**src/rtl/itoa_pkg.sv**
```systemverilog
// Shared constants, types and helper functions for the integer-to-text block.
// No dependencies; every other file in rtl/ imports this package.
package itoa_pkg;

  // Width of the integer being converted
  localparam int VALUE_BITS  = 32;
  localparam int BASE_W      = 6;
  localparam int CHAR_W      = 8;
  // Digit store index and digit count (binary gives up to VALUE_BITS digits)
  localparam int IDX_W       = $clog2(VALUE_BITS);
  localparam int CNT_W       = $clog2(VALUE_BITS + 1);
  localparam int STEP_W      = $clog2(VALUE_BITS);
  // Job queue between front and back (power of two)
  localparam int QUEUE_DEPTH = 2;
  localparam int QPTR_W      = $clog2(QUEUE_DEPTH);
  localparam int QCNT_W      = $clog2(QUEUE_DEPTH + 1);

  localparam logic [BASE_W-1:0] BASE_MIN = 6'd2;
  localparam logic [BASE_W-1:0] BASE_MAX = 6'd36;
  localparam logic [BASE_W-1:0] DECIMAL  = 6'd10;

  localparam logic [CHAR_W-1:0] CH_ZERO   = 8'h30;
  localparam logic [CHAR_W-1:0] CH_LETTER = 8'h61;
  localparam logic [CHAR_W-1:0] CH_MINUS  = 8'h2d;

  // One classified conversion job
  typedef struct packed {
    logic [VALUE_BITS-1:0] mag;
    logic [BASE_W-1:0]     base;
    logic                  neg;
  } itoa_job_t;

  // Map a digit value 0..35 to '0'..'9', 'a'..'z'
  function automatic logic [CHAR_W-1:0] digit_char(input logic [BASE_W-1:0] d);
    logic [CHAR_W-1:0] d_ext;
    d_ext = CHAR_W'(d);
    if (d < DECIMAL) begin
      return CH_ZERO + d_ext;
    end else begin
      return CH_LETTER + d_ext - CHAR_W'(DECIMAL);
    end
  endfunction

endpackage

```
**src/rtl/itoa_front.sv**
```systemverilog
// Front end: clamps the base into 2..36 and decides sign and magnitude.
// Depends on itoa_pkg.
module itoa_front import itoa_pkg::*; (
  input  logic signed [VALUE_BITS-1:0] value,
  input  logic        [BASE_W-1:0]     base,
  output itoa_job_t                    job
);

  logic [BASE_W-1:0]     base_sat;
  logic [VALUE_BITS-1:0] raw;
  logic                  neg;

  // Saturate the base into the legal range
  always_comb begin
    if (base < BASE_MIN) begin
      base_sat = BASE_MIN;
    end else if (base > BASE_MAX) begin
      base_sat = BASE_MAX;
    end else begin
      base_sat = base;
    end
  end

  // Sign only in decimal; other bases read the raw bit pattern
  assign raw = value;
  assign neg = (base_sat == DECIMAL) && raw[VALUE_BITS-1];

  assign job.mag  = neg ? (~raw + VALUE_BITS'(1)) : raw;
  assign job.base = base_sat;
  assign job.neg  = neg;

endmodule

```
**src/rtl/itoa_queue.sv**
```systemverilog
// Short job queue between front end and conversion engine.
// Depends on itoa_pkg (itoa_job_t, QUEUE_DEPTH).
module itoa_queue import itoa_pkg::*; (
  input  logic      clk,
  input  logic      rst,
  input  logic      push,
  input  itoa_job_t job_in,
  output logic      full,
  input  logic      pop,
  output itoa_job_t job_out,
  output logic      empty
);

  itoa_job_t           entries [QUEUE_DEPTH];
  logic [QPTR_W-1:0]   wr_ptr;
  logic [QPTR_W-1:0]   rd_ptr;
  logic [QCNT_W-1:0]   count;
  logic                do_push;
  logic                do_pop;

  assign full    = (count == QCNT_W'(QUEUE_DEPTH));
  assign empty   = (count == '0);
  assign do_push = push && !full;
  assign do_pop  = pop && !empty;
  assign job_out = entries[rd_ptr];

  // Hold entries
  always_ff @(posedge clk) begin
    if (do_push) begin
      entries[wr_ptr] <= job_in;
    end
  end

  // Advance pointers and occupancy
  always_ff @(posedge clk) begin
    if (rst) begin
      wr_ptr <= '0;
      rd_ptr <= '0;
      count  <= '0;
    end else begin
      if (do_push) begin
        wr_ptr <= wr_ptr + QPTR_W'(1);
      end
      if (do_pop) begin
        rd_ptr <= rd_ptr + QPTR_W'(1);
      end
      case ({do_push, do_pop})
        2'b10:   count <= count + QCNT_W'(1);
        2'b01:   count <= count - QCNT_W'(1);
        default: count <= count;
      endcase
    end
  end

endmodule

```
**src/rtl/itoa_back.sv**
```systemverilog
// Conversion engine: restoring divider (one quotient bit per cycle), digit
// store, and character output register. Depends on itoa_pkg.
module itoa_back import itoa_pkg::*; (
  input  logic              clk,
  input  logic              rst,
  input  itoa_job_t         job,
  input  logic              job_empty,
  output logic              job_pop,
  output logic              empty,
  input  logic              pop,
  output logic [CHAR_W-1:0] character,
  output logic              last
);

  typedef enum logic [4:0] {
    ST_IDLE   = 5'b00001,
    ST_DIVIDE = 5'b00010,
    ST_SIGN   = 5'b00100,
    ST_READ   = 5'b01000,
    ST_WRITE  = 5'b10000
  } state_t;

  state_t                state;
  logic [VALUE_BITS-1:0] quo;
  logic [BASE_W-1:0]     rem;
  logic [BASE_W-1:0]     base_r;
  logic                  neg;
  logic [STEP_W-1:0]     step;
  logic [CNT_W-1:0]      count;
  logic [IDX_W-1:0]      rd_idx;
  logic [CHAR_W-1:0]     rd_data;
  logic [CHAR_W-1:0]     store [VALUE_BITS];
  logic                  out_valid;

  logic [BASE_W:0]       r_shift;
  logic [BASE_W:0]       diff;
  logic                  fit;
  logic [BASE_W-1:0]     rem_next;
  logic [VALUE_BITS-1:0] quo_next;
  logic                  step_last;
  logic                  digit_wr;
  logic                  out_free;
  logic                  out_load;

  // One restoring divide step
  assign r_shift   = {rem, quo[VALUE_BITS-1]};
  assign fit       = (r_shift >= {1'b0, base_r});
  assign diff      = r_shift - {1'b0, base_r};
  assign rem_next  = fit ? diff[BASE_W-1:0] : r_shift[BASE_W-1:0];
  assign quo_next  = {quo[VALUE_BITS-2:0], fit};
  assign step_last = (step == STEP_W'(VALUE_BITS - 1));
  assign digit_wr  = (state == ST_DIVIDE) && step_last;

  assign job_pop   = (state == ST_IDLE) && !job_empty;
  assign out_free  = !out_valid || pop;
  assign out_load  = ((state == ST_SIGN) || (state == ST_WRITE)) && out_free;
  assign empty     = !out_valid;

  // Digit store: write the finished digit, read registered
  always_ff @(posedge clk) begin
    if (digit_wr) begin
      store[count[IDX_W-1:0]] <= digit_char(rem_next);
    end
    rd_data <= store[rd_idx];
  end

  // Sequence divide, sign and digit output
  always_ff @(posedge clk) begin
    if (rst) begin
      state     <= ST_IDLE;
      out_valid <= 1'b0;
      count     <= '0;
      step      <= '0;
      rd_idx    <= '0;
    end else begin
      // Show a newly loaded character; drop the shown one once taken
      if (out_load) begin
        out_valid <= 1'b1;
      end else if (pop) begin
        out_valid <= 1'b0;
      end
      unique case (state)
        ST_IDLE: begin
          if (!job_empty) begin
            quo    <= job.mag;
            base_r <= job.base;
            neg    <= job.neg;
            rem    <= '0;
            step   <= '0;
            count  <= '0;
            state  <= ST_DIVIDE;
          end
        end
        ST_DIVIDE: begin
          quo <= quo_next;
          if (step_last) begin
            // Digit done: restart on the quotient or go emit
            rem    <= '0;
            step   <= '0;
            count  <= count + CNT_W'(1);
            rd_idx <= count[IDX_W-1:0];
            if (quo_next == '0) begin
              state <= neg ? ST_SIGN : ST_READ;
            end
          end else begin
            rem  <= rem_next;
            step <= step + STEP_W'(1);
          end
        end
        ST_SIGN: begin
          if (out_free) begin
            character <= CH_MINUS;
            last      <= 1'b0;
            state     <= ST_READ;
          end
        end
        ST_READ: begin
          state <= ST_WRITE;
        end
        ST_WRITE: begin
          if (out_free) begin
            character <= rd_data;
            last      <= (rd_idx == '0);
            if (rd_idx == '0) begin
              state <= ST_IDLE;
            end else begin
              rd_idx <= rd_idx - IDX_W'(1);
              state  <= ST_READ;
            end
          end
        end
        default: begin
          state <= ST_IDLE;
        end
      endcase
    end
  end

endmodule

```
**src/rtl/integer_to_text_any_base_top.sv**
```systemverilog
// Top level of the integer-to-text converter: front end, job queue and
// conversion engine. Depends on itoa_pkg, itoa_front, itoa_queue, itoa_back.
//
// Usage:
//   Input side is a queue: drive value and base with push; a transaction
//   happens on a clock edge with push high and full low. Base is clamped into
//   2..36. Decimal negatives get a leading '-'; other bases print the raw
//   two's complement pattern as unsigned.
//   Output side is a queue: while empty is low, character and last show the
//   oldest character; pop high at a clock edge takes it. last marks the final
//   character of each number, most significant digit first.
//   Engine: each digit comes from the bit-serial restoring divider, the sign
//   is loaded straight into the output register and each digit passes through
//   the registered digit store read (ST_READ, then ST_WRITE). After the last
//   character is loaded the engine returns to ST_IDLE and takes the next job.
//   Items are converted one at a time; a two-entry job queue takes new items
//   while the engine works or waits. When the receiver stalls, the output
//   register holds and the engine waits; full rises once the queue fills.
//   Reset (rst, synchronous) empties the queue and the output register.
module integer_to_text_any_base_top import itoa_pkg::*; (
  input  logic                         clk,
  input  logic                         rst,
  input  logic                         push,
  output logic                         full,
  input  logic signed [VALUE_BITS-1:0] value,
  input  logic        [BASE_W-1:0]     base,
  output logic                         empty,
  input  logic                         pop,
  output logic        [CHAR_W-1:0]     character,
  output logic                         last
);

  itoa_job_t front_job;
  itoa_job_t q_job;
  logic      q_empty;
  logic      q_pop;

  itoa_front u_front (
    .value (value),
    .base  (base),
    .job   (front_job)
  );

  itoa_queue u_queue (
    .clk     (clk),
    .rst     (rst),
    .push    (push),
    .job_in  (front_job),
    .full    (full),
    .pop     (q_pop),
    .job_out (q_job),
    .empty   (q_empty)
  );

  itoa_back u_back (
    .clk       (clk),
    .rst       (rst),
    .job       (q_job),
    .job_empty (q_empty),
    .job_pop   (q_pop),
    .empty     (empty),
    .pop       (pop),
    .character (character),
    .last      (last)
  );

  // Engine never pulls a job from an empty queue
  a_pop_nonempty: assert property (@(posedge clk) disable iff (rst)
    q_pop |-> !q_empty)
    else $error("job pulled from empty queue");

  // Only digit, letter or minus characters are shown
  a_char_legal: assert property (@(posedge clk) disable iff (rst)
    !empty |-> ((character >= 8'h30 && character <= 8'h39) ||
                (character >= 8'h61 && character <= 8'h7a) ||
                character == CH_MINUS))
    else $error("illegal character on output");

  // A sign is never the final character
  a_minus_not_last: assert property (@(posedge clk) disable iff (rst)
    (!empty && character == CH_MINUS) |-> !last)
    else $error("minus sign flagged as last");

  // Output stays empty in the cycle after reset
  a_reset_empty: assert property (@(posedge clk)
    rst |=> empty)
    else $error("output not empty after reset");

endmodule
```
**config.mk**
```make
export PLATFORM = sky130hd
export DESIGN_NAME = integer_to_text_any_base_top
export DESIGN_NICKNAME = d
export VERILOG_FILES = /design/src/rtl/itoa_pkg.sv /design/src/rtl/itoa_front.sv /design/src/rtl/itoa_queue.sv /design/src/rtl/itoa_back.sv /design/src/rtl/integer_to_text_any_base_top.sv
export SDC_FILE = /design/constraint.sdc
export NUM_CORES = 1
export LEC_CHECK = 0
export BUFFER_PORTS_ARGS = -buffer_cell sky130_fd_sc_hd__clkbuf_2
export CAP_MARGIN = 30
export CORE_ASPECT_RATIO = 2
export CORE_MARGIN = 2
export CORE_UTILIZATION = 25
export CTS_CLUSTER_DIAMETER = 100
export DETAILED_ROUTE_END_ITERATION = 10
export PLACE_DENSITY = 0.45
export SLEW_MARGIN = 25
export SYNTH_ARGS = -nofsm -noshare
export SYNTH_HDL_FRONTEND = slang
export SYNTH_SLANG_ARGS = --single-unit
```
**constraint.sdc**
```tcl
create_clock -name clk -period 8 [get_ports clk]
set_input_delay 0.4 -clock clk [delete_from_list [all_inputs] [get_ports clk]]
set_output_delay 0.4 -clock clk [all_outputs]
set_load 0.05 [all_outputs]
```
==> results.py <==
metrics = {
    "run_status": {
        "status": "completed",
    },
    "die": {
        "dieArea_um2": 72700,
        "core_area_um2": 69800,
        "chipHeight_um": 379,
        "placementRows": 137,
        "ios": 53,
        "dieWidth_um": 192,
        "initial_utilization": 0.252,
    },
    "critical_path": {
        "timing.critical_path.to_type": "flop",
        "cp_data_arrival_time_ns": 4.49,
        "critPathLaunchType": "flop",
        "worst-endpoint-required_ns": 8.24,
        "slowest_delay_ns": 0.62,
        "timing.reg2reg.setup_slack_ns": 3.75,
        "cp_slowest_cell": "xor2_4",
        "critical_path_class": "reg -> reg",
        "worst_r2r_path_depth": 9,
        "crit_fanout": 32,
        "path_cells": "ha_1, and3_1, a22o_1, a211oi_4, mux2i_1, ha_1, inv_1, a21oi_4, xor2_4",
        "worst_path_most_repeated_cell": "ha_1",
    },
    "logic_synthesis": {
        "postSynthRegisterBits": 422,
        "area_of_the_mapped_netlist_um2": 17600,
        "number_of_synthesized_flops_with_an_enable_pin": 388,
        "yosys_most_used_dff": "edfxtp_1",
        "synthDominantAreaCellType": "edfxtp_1",
        "post_synth.cell_area_avg_um2": 16.6,
        "post_synth_num_cell_types": 67,
        "ys_seq_area_frac": 0.701,
        "synthCells": 1060,
        "post-synth-top-count-cell": "edfxtp_1",
        "async_flop_share": 0,
        "synthDominantCellAreaShare": 0.662,
        "synth_top_cells_by_area": "edfxtp_1, mux4_2, dfxtp_1",
        "syn-num-nets": 1122,
        "post_synth_most_frequent_cells": "edfxtp_1, nor2_1, mux4_2",
        "synthesis.yosys.warnings": 0,
    },
    "timing": {
        "final_hold_violations": 0,
        "hold-worst-slack_ns": 0.117,
        "grt_setup_unrepaired": "false",
        "worstMarginPinSlew_ns": 0.901,
        "min_period_over_period": 0.531,
        "timing.clock.skew_ns": 0.0252,
        "max_freq_ghz": 0.235,
        "max_slew_violations": 0,
        "endpoints_failing_setup": 0,
        "slew-limit-headroom": 0.399,
        "final.setup.tns_ns": 0,
        "period_needed_ns": 4.25,
    },
    "cts": {
        "postCtsSetupRepairBufs": 0,
        "clock_edge_transition_at_the_registers_on_the_reported_setup_and_hold_paths_ns": 0.07,
        "cts_tree": "built",
        "clockBufferDepth": 3,
        "clock_insertion_delay_worst_skew_ns": 0.56,
        "post_cts_resize_count": 0,
        "cts-buffers-inserted": 41,
        "clock_sink_count": 422,
        "cts.hold.buffers_added": 0,
        "cts.htree.levels": 2,
        "clockRootBuffer": "clkbuf_16",
    },
    "finish": {
        "nNetsFinal": 1218,
        "num-fill-cells": 6892,
        "seqCellArea_um2": 12300,
        "drive_above_1_share": 0.245,
        "syn_to_layout_area_delta_pct": 17.0,
        "multiInputGateArea_um2": 5060,
    },
    "detailed_routing": {
        "first_iter_violations": 522,
        "vias": 9216,
        "ant_nets": 0,
        "via_cell_ratio": 4.41,
        "dr.pass1.iters": 6,
        "wl_um": 42500,
        "detail_route.drc_violations": 0,
        "routed_wire_length_per_instance_um": 20.3,
    },
    "run": {
        "drv.max_cap_violation_count": 0,
    },
    "global_route": {
        "antenna_found_initial": 0,
        "grt_busiest_layer": "met2",
        "groute.layer.met3.usage": 0.0128,
        "grtUsageMet1": 0.109,
        "grt_max_degree": 69,
        "first_global_vias": 9676,
        "remaining_overflow_grt": 0,
        "grt.total_usage": 0.119,
        "grt.met2_usage": 0.256,
        "wire_length_of_the_first_global_routing_pass_um": 62700,
    },
    "pwr": {
        "worst_ir_drop_vdd_mv": 0.201,
        "static-leakage-power_nw": 6.51,
        "power_density_nw_per_um2": 323,
    },
    "worst_hold_path": {
        "worst_hold_path_type": "in -> reg",
        "count_of_cells_along_the_worst_hold_path": 1,
    },
    "placement": {
        "routabilityCongestion": 0.775,
        "detailedPlacementHpwl_um": 30100,
        "port_buffers": 52,
    },
}
[path summary, 6_finish.rpt]
check / startpoint / to
worst max-delay path: u_back.rem[1]$_SDFFCE_PN0P_ / u_back.store[13][0]$_DFFE_PP_
worst max register to register: u_back.rem[1]$_SDFFCE_PN0P_ / u_back.store[13][0]$_DFFE_PP_
worst min register to register: u_back.step[4]$_SDFFE_PP0P_ / u_back.step[4]$_SDFFE_PP0P_
worst min-delay path: value[0] / u_queue.entries[1][7]$_DFFE_PP_
[power by group]
group / leakage, nW / internal (mW) / total, mW / switching [mW]
sequential: 3.81 / 3.25 / 3.33 / 0.0767
clock: 0.627 / 1.06 / 1.90 / 0.847
combinational: 2.08 / 0.393 / 1.41 / 1.02
[registers in the layout (all words and copies together), names as in the netlist, 2 cells and up, named ones only]
register / flops
u_back.store: 256
u_queue.entries: 78
u_back.quo: 32
u_back.character: 8
u_back.rd_data: 8
u_back.base_r: 6
u_back.rem: 6
u_back.count: 5
u_back.rd_idx: 5
u_back.state: 5
u_back.step: 5
u_queue.count: 2
[layout by cell type, fill, tap and decap left out, types with 19 or more instances in the layout]
| cell | netlist | final |
|---|---|---|
| mux2i_1 | 35 | 34 |
| o21ai_0 | 53 | 53 |
| clkbuf_16 | 0 | 42 |
| ha_1 | 19 | 19 |
| nand2_1 | 62 | 62 |
| xor2_1 | 25 | 24 |
| a21oi_1 | 29 | 28 |
| buf_4 | 4 | 43 |
| inv_1 | 28 | 28 |
| edfxtp_1 | 388 | 388 |
| mux4_2 | 80 | 80 |
| dfxtp_1 | 34 | 30 |
| nor2_1 | 85 | 82 |
| clkbuf_2 | 0 | 52 |
[area by class of cell]
| class | instances | area share |
|---|---|---|
| Sequential cell | 422 | 0.599 |
| Multi-Input combinational cell | 563 | 0.246 |
| Tap cell | 903 | 0.0549 |
| Clock buffer | 50 | 0.0540 |
| Timing Repair Buffer | 99 | 0.0315 |
| Clock inverter | 23 | 0.00906 |
| Inverter | 29 | 0.00529 |
| Antenna cell | 1 | 0.000122 |
[per-layer routing]
layer	vias to the layer above	wire length [um]	share of wire
met4	0	1010	0.024
met3	54	1010	0.024
li1	4313	-	-
met2	127	26700	0.63
met5	-	0	0
met1	4722	13800	0.32
[per-stage QoR]
stage | cell area (um^2) | power (mW) | setup slack [ns] | instances | utilization
finish | 20600 | 6.65 | 3.75 | 2090 | 0.295
global route | 20600 | 6.98 | 3.37 | 2089 | 0.295
CTS | 20600 | 6.77 | 3.35 | 2089 | 0.295
detailed placement | 19300 | 4.85 | 3.35 | 2016 | 0.276
global placement | 19200 | 4.71 | 3.55 | 2012 | 0.275
floorplan | 17600 | 4.22 | 3.90 | 1060 | -
[worst max-delay path, delay by kind of cell (launching register included)]
family                   cells  cell delay [ns]
AO/OA/AOI/OAI                3             1.23
XOR/XNOR                     1             0.62
adder cells (fa/ha/maj)      2             0.72
buffers and inverters        1             0.13
flip-flops                   1             0.45
multiplexers                 1             0.55
AND/OR/NAND/NOR              1             0.23
[cell families (layout without fill, tap and decap cells)]
| group | Yosys count | count (layout) | synth area share |
|---|---|---|---|
| other | 0 | 1 | 0 |
| multiplexers | 132 | 132 | 0.133 |
| AND/OR/NAND/NOR | 244 | 244 | 0.0676 |
| adder cells (fa/ha/maj) | 21 | 21 | 0.0152 |
| AO/OA/AOI/OAI | 123 | 123 | 0.0439 |
| buffers and inverters | 75 | 201 | 0.0178 |
| flip-flops | 422 | 422 | 0.701 |
| XOR/XNOR | 43 | 43 | 0.0214 |
No activity file was read; power rests on OpenSTA's default activity.
